==> src/design/csev_pkg.sv <==
// Shared constants and the command type for the clamped spline evaluator.
// No dependencies; imported by the front, back and top level.
`default_nettype none
package csev_pkg;

    localparam int MAX_SEGMENTS = 16;
    localparam int FRAC_BITS    = 16;

    localparam int KA_W = $clog2(MAX_SEGMENTS + 1);
    localparam int CA_W = (MAX_SEGMENTS > 1) ? $clog2(MAX_SEGMENTS) : 1;

    localparam logic       ACTION_WRITE = 1'b0;
    localparam logic       ACTION_EVAL  = 1'b1;

    localparam logic [1:0] KIND_EVAL       = 2'd0;
    localparam logic [1:0] KIND_WRITE_ALL  = 2'd1;
    localparam logic [1:0] KIND_WRITE_KNOT = 2'd2;

    localparam logic [1:0] REGION_INSIDE = 2'd0;
    localparam logic [1:0] REGION_FIRST  = 2'd1;
    localparam logic [1:0] REGION_LAST   = 2'd2;

    typedef struct packed {
        logic [1:0]        kind;
        logic [KA_W-1:0]   index;
        logic [31:0]       knot;
        logic [31:0]       coef_a;
        logic [31:0]       coef_b;
        logic [31:0]       coef_c;
        logic [31:0]       coef_d;
        logic [31:0]       query;
    } csev_cmd_t;

    typedef struct packed {
        logic valid;
    } csev_q_ctrl_t;

endpackage
`default_nettype wire

==> src/design/csev_front.sv <==
// Front end: accepts input beats, classifies them and holds them in a
// two-entry queue for the back end. Depends on csev_pkg.
`default_nettype none
module csev_front (
    input  logic                  clk,
    input  logic                  rst_n,
    input  logic                  in_valid,
    output logic                  in_stall,
    input  logic                  action,
    input  logic [4:0]            entry_index,
    input  logic [31:0]           knot_time,
    input  logic [31:0]           coef_const,
    input  logic [31:0]           coef_linear,
    input  logic [31:0]           coef_square,
    input  logic [31:0]           coef_cube,
    input  logic [31:0]           query_time,
    output csev_pkg::csev_cmd_t   head,
    output logic                  head_valid,
    input  logic                  head_pop
);
    import csev_pkg::*;

    csev_cmd_t  q_reg [2];
    logic       wr_ptr_reg, wr_ptr_next;
    logic       rd_ptr_reg, rd_ptr_next;
    logic [1:0] count_reg, count_next;
    csev_cmd_t  cmd;
    logic       keep;
    logic       push;
    logic       pop;

    always_comb
    begin
        cmd.index  = KA_W'(entry_index);
        cmd.knot   = knot_time;
        cmd.coef_a = coef_const;
        cmd.coef_b = coef_linear;
        cmd.coef_c = coef_square;
        cmd.coef_d = coef_cube;
        cmd.query  = query_time;
        keep       = 1'b1;
        if (action == ACTION_EVAL)
        begin
            cmd.kind = KIND_EVAL;
        end
        else if (32'(entry_index) < MAX_SEGMENTS)
        begin
            cmd.kind = KIND_WRITE_ALL;
        end
        else if (32'(entry_index) == MAX_SEGMENTS)
        begin
            cmd.kind = KIND_WRITE_KNOT;
        end
        else
        begin
            cmd.kind = KIND_WRITE_KNOT;
            keep     = 1'b0;
        end
    end

    assign in_stall   = (count_reg == 2'd2);
    assign push       = in_valid && !in_stall && keep;
    assign pop        = head_pop && (count_reg != 2'd0);
    assign head       = q_reg[rd_ptr_reg];
    assign head_valid = (count_reg != 2'd0);

    always_comb
    begin
        wr_ptr_next = push ? !wr_ptr_reg : wr_ptr_reg;
        rd_ptr_next = pop ? !rd_ptr_reg : rd_ptr_reg;
        count_next  = count_reg + 2'(push) - 2'(pop);
    end

    always_ff @(posedge clk or negedge rst_n)
    begin
        if (!rst_n)
        begin
            wr_ptr_reg <= 1'b0;
            rd_ptr_reg <= 1'b0;
            count_reg  <= 2'd0;
        end
        else
        begin
            wr_ptr_reg <= wr_ptr_next;
            rd_ptr_reg <= rd_ptr_next;
            count_reg  <= count_next;
        end
    end

    always_ff @(posedge clk)
    begin
        if (push)
        begin
            q_reg[wr_ptr_reg] <= cmd;
        end
    end

endmodule
`default_nettype wire

==> config.mk <==
export PLATFORM = sky130hd
export DESIGN_NAME = csev_front
export DESIGN_NICKNAME = d
export VERILOG_FILES = /design/src/design/csev_pkg.sv /design/src/design/csev_front.sv
export SDC_FILE = /design/constraint.sdc
export NUM_CORES = 1
export LEC_CHECK = 0
export BUFFER_PORTS_ARGS = -buffer_cell sky130_fd_sc_hd__buf_2
export CAP_MARGIN = 20
export CORE_MARGIN = 3
export CORE_UTILIZATION = 58
export CTS_BUF_LIST = sky130_fd_sc_hd__clkbuf_2 sky130_fd_sc_hd__clkbuf_4 sky130_fd_sc_hd__clkbuf_8
export DETAILED_ROUTE_END_ITERATION = 6
export GPL_ROUTABILITY_DRIVEN = 0
export PLACE_DENSITY = 0.87
export RECOVER_POWER = 25
export SLEW_MARGIN = 5
export SYNTH_ARGS = -nofsm -noshare
export SYNTH_HDL_FRONTEND = slang
export SYNTH_SLANG_ARGS = --single-unit
==> constraint.sdc <==
create_clock -name clk -period 23.4 [get_ports clk]
set_input_delay 2.34 -clock clk [delete_from_list [all_inputs] [get_ports clk]]
set_output_delay 2.34 -clock clk [all_outputs]
set_load 0.02 [all_outputs]
==> results.cfg <==
[sta]
worstMarginPinSlew_ns = 1.05
slew_viol_final = 0
fin_ws_ns = 18.06
relSlewSlack_pct = 29.9
finalClockSkew_ns = 0.0222
fmax_mhz = 187
period_needed_ns = 5.34
finalCritPeriodShare_pct = 22.8
tns_ns = 0
setup_viol = 0
finalHoldViolCount = 0
rsz0062_at_grt = no

[detailed_routing]
wl_per_cell_microns = 20.9
ant_nets = 0
postRouteWirelength_microns = 30700
dr.pass1.iters = 7
vias_per_cell = 5.21
vias = 7657
drt_iter0_markers = 488
drc_errors = 0

[power]
p_per_area_nw_per_um2 = 124
p_clk_share_pct = 24.3
switching_share_pct = 32.6
internal-power_mw = 1.52
vdd_drop_max_mv = 0.0817
p_comb_share_pct = 31.6
p_switching_uw = 733
seqPwrFrac_pct = 44.1
power.leakage_nw = 6.67

[worst_hold_path]
hold_path.class = reg -> reg
hold_start = count_reg[1]
holdPathEnd = count_reg[1]
hold_depth = 1

[setup_path]
reg2reg_slack_ns = 20.16
start_kind = flip-flop
rr_worst_depth = 5
critPathArrivalTime_ns = 3.00
critPathKind = reg -> out
r2r_start = count_reg[1]
required_ns = 21.06
crit_fanout = 81
endpoint_kind = output port
r2r-end = q_reg[1][82]

[global_routing]
grt_pass1_vias = 8122
grt_start_max_net_pins = 82
antenna_found_initial = 5
gr-usage-all-layers_pct = 21.8
grt_first_pass_wirelength_microns = 44200
grt.overflow.total = 0

[yosys]
syn-num-nets = 845
synth_xor_area_share_pct = 0.292
synth_warnings = 0
syn_area_per_cell_sq_um = 22.7
synth-simple-area-share_pct = 0.327
ys_seq_elements = 402
synth-compound-area-share_pct = 0.120
synth-adder-area-share_pct = 0.172
synth_mux_area_share_pct = 15.4
synth_area_leaders = edfxtp_1, mux2_2, buf_2
ys_seq_area_share_pct = 82.9
ys_types = 16
synth_top_family_by_area = multiplexers
syn_inst = 641
netlist.area_leader.share_pct = 82.2
synth_top_area_cell = edfxtp_1
netlist_area_sq_um = 14500

[clocking]
root_buffer = clkbuf_8
cts_tree = yes
htreeDepth = 2
ctsHoldBuffers = 0
clock_latency_ns = 0.59
cts.sinks = 402
postCtsSetupBuffers = 0
cts_buffer_depth = 3
cts.clk_slew.worst_paths_ns = 0.06
cts_resized = 0
numCtsBuffers = 60

[die]
die-area_sq_um = 27000
rows = 57
floorplan.initialDensity_pct = 59.5
die_y_microns = 164
die_x_microns = 164
ios = 403
coreArea_sq_um = 24500

[placement]
dp_slack_ns = 17.37
io_buffers = 402
post-dp-hpwl_microns = 20600

[job]
drv_cap = 0

[finish]
drive_gt1_share_pct = 57.3
nets = 1296
largest_reg_flops = 398
areaGrowthSynthToFinish_pct = 24.3

[outcome]
outcome = completed
## synthesized netlist by cell type, drive strengths merged
cell    count
inv         3
ha          2
clkbuf      2
or2         1
and2        1
nor2b       2
edfxtp    398
nor2        3
dfrtp       4
or4         1
xor2        1
buf        20
a211o       1
xnor2       3
mux2      199
## layout by cell type (no fill, tap or decap), drive strengths merged, types with 2 or more instances in the layout
cell / count
inv: 3
clkbuf: 142
edfxtp: 398
clkinv: 25
mux2: 199
diode: 5
clkinvlp: 2
xnor2: 3
buf: 353
nor2: 3
dfrtp: 4
ha: 2
nor2b: 2
## final cells by class
class	instances	area [sq um]
antenna	5	12.5
clock inverter	28	154
timing repair buffer	411	2020
tap	324	405
multi-input combinational	214	2390
inverter	3	11.3
fill	1438	6380
clock buffer	84	1040
sequential	402	12100
## cells by family after synthesis
group / count (synthesis)
compound gates: 1
xor+xnor: 4
simple gates: 8
mux: 199
buf+inv: 25
fa+ha+maj: 2
flops: 402
## power by group through the flow
stage	Combinational (mW)	Clock [mW]	Sequential, mW
global route	0.754	0.594	1.00
floorplan	0.500	0	1.02
detailed placement	0.715	0	1.01
global placement	0.707	0	0.997
CTS	0.720	0.560	0.994
finish	0.712	0.546	0.993
## critical path, stage by stage, from the launching register on
cell,delay [ns]
dfrtp_4,0.84
buf_4,0.88
mux2_2,0.45
buf_2,0.17
## worst max-delay path by stage
stage | startpoint | endpoint | cells after the start
floorplan | entry_index[1] | q_reg[0][0] | 3
global placement | entry_index[1] | q_reg[0][163] | 6
detailed placement | entry_index[1] | q_reg[0][164] | 6
CTS | rd_ptr_reg | head[45] | 3
global route | rd_ptr_reg | head[45] | 3
finish | rd_ptr_reg | head[33] | 3
## per-stage QoR
stage                     cells  instance area, sq um  hold slack [ns]  utilization [%]  total power [mW]
after global routing       1470                 18100            0.517             73.9              2.35
final                      1471                 18100            0.486             73.9              2.25
after global placement     1353                 16900            0.473             69.2              1.70
after CTS                  1465                 18100            0.488             74.1              2.27
after detailed placement   1353                 16900            0.475             69.2              1.72
after floorplan             641                 14500            0.452                -              1.52
## metal layers
| metal | part of all wire (%) | track usage (%) | wire length [microns] | vias to the layer above |
|---|---|---|---|---|
| li1 | - | - | - | 3488 |
| met1 | 35 | 24.5 | 10800 | 3727 |
| met2 | 52 | 38.2 | 16000 | 365 |
| met3 | 9.4 | 7.39 | 2890 | 75 |
| met4 | 3.3 | 9.11 | 1020 | 2 |
| met5 | 0.023 | 0 | 7 | - |
Note: power is estimated with default switching activity, not from simulation.
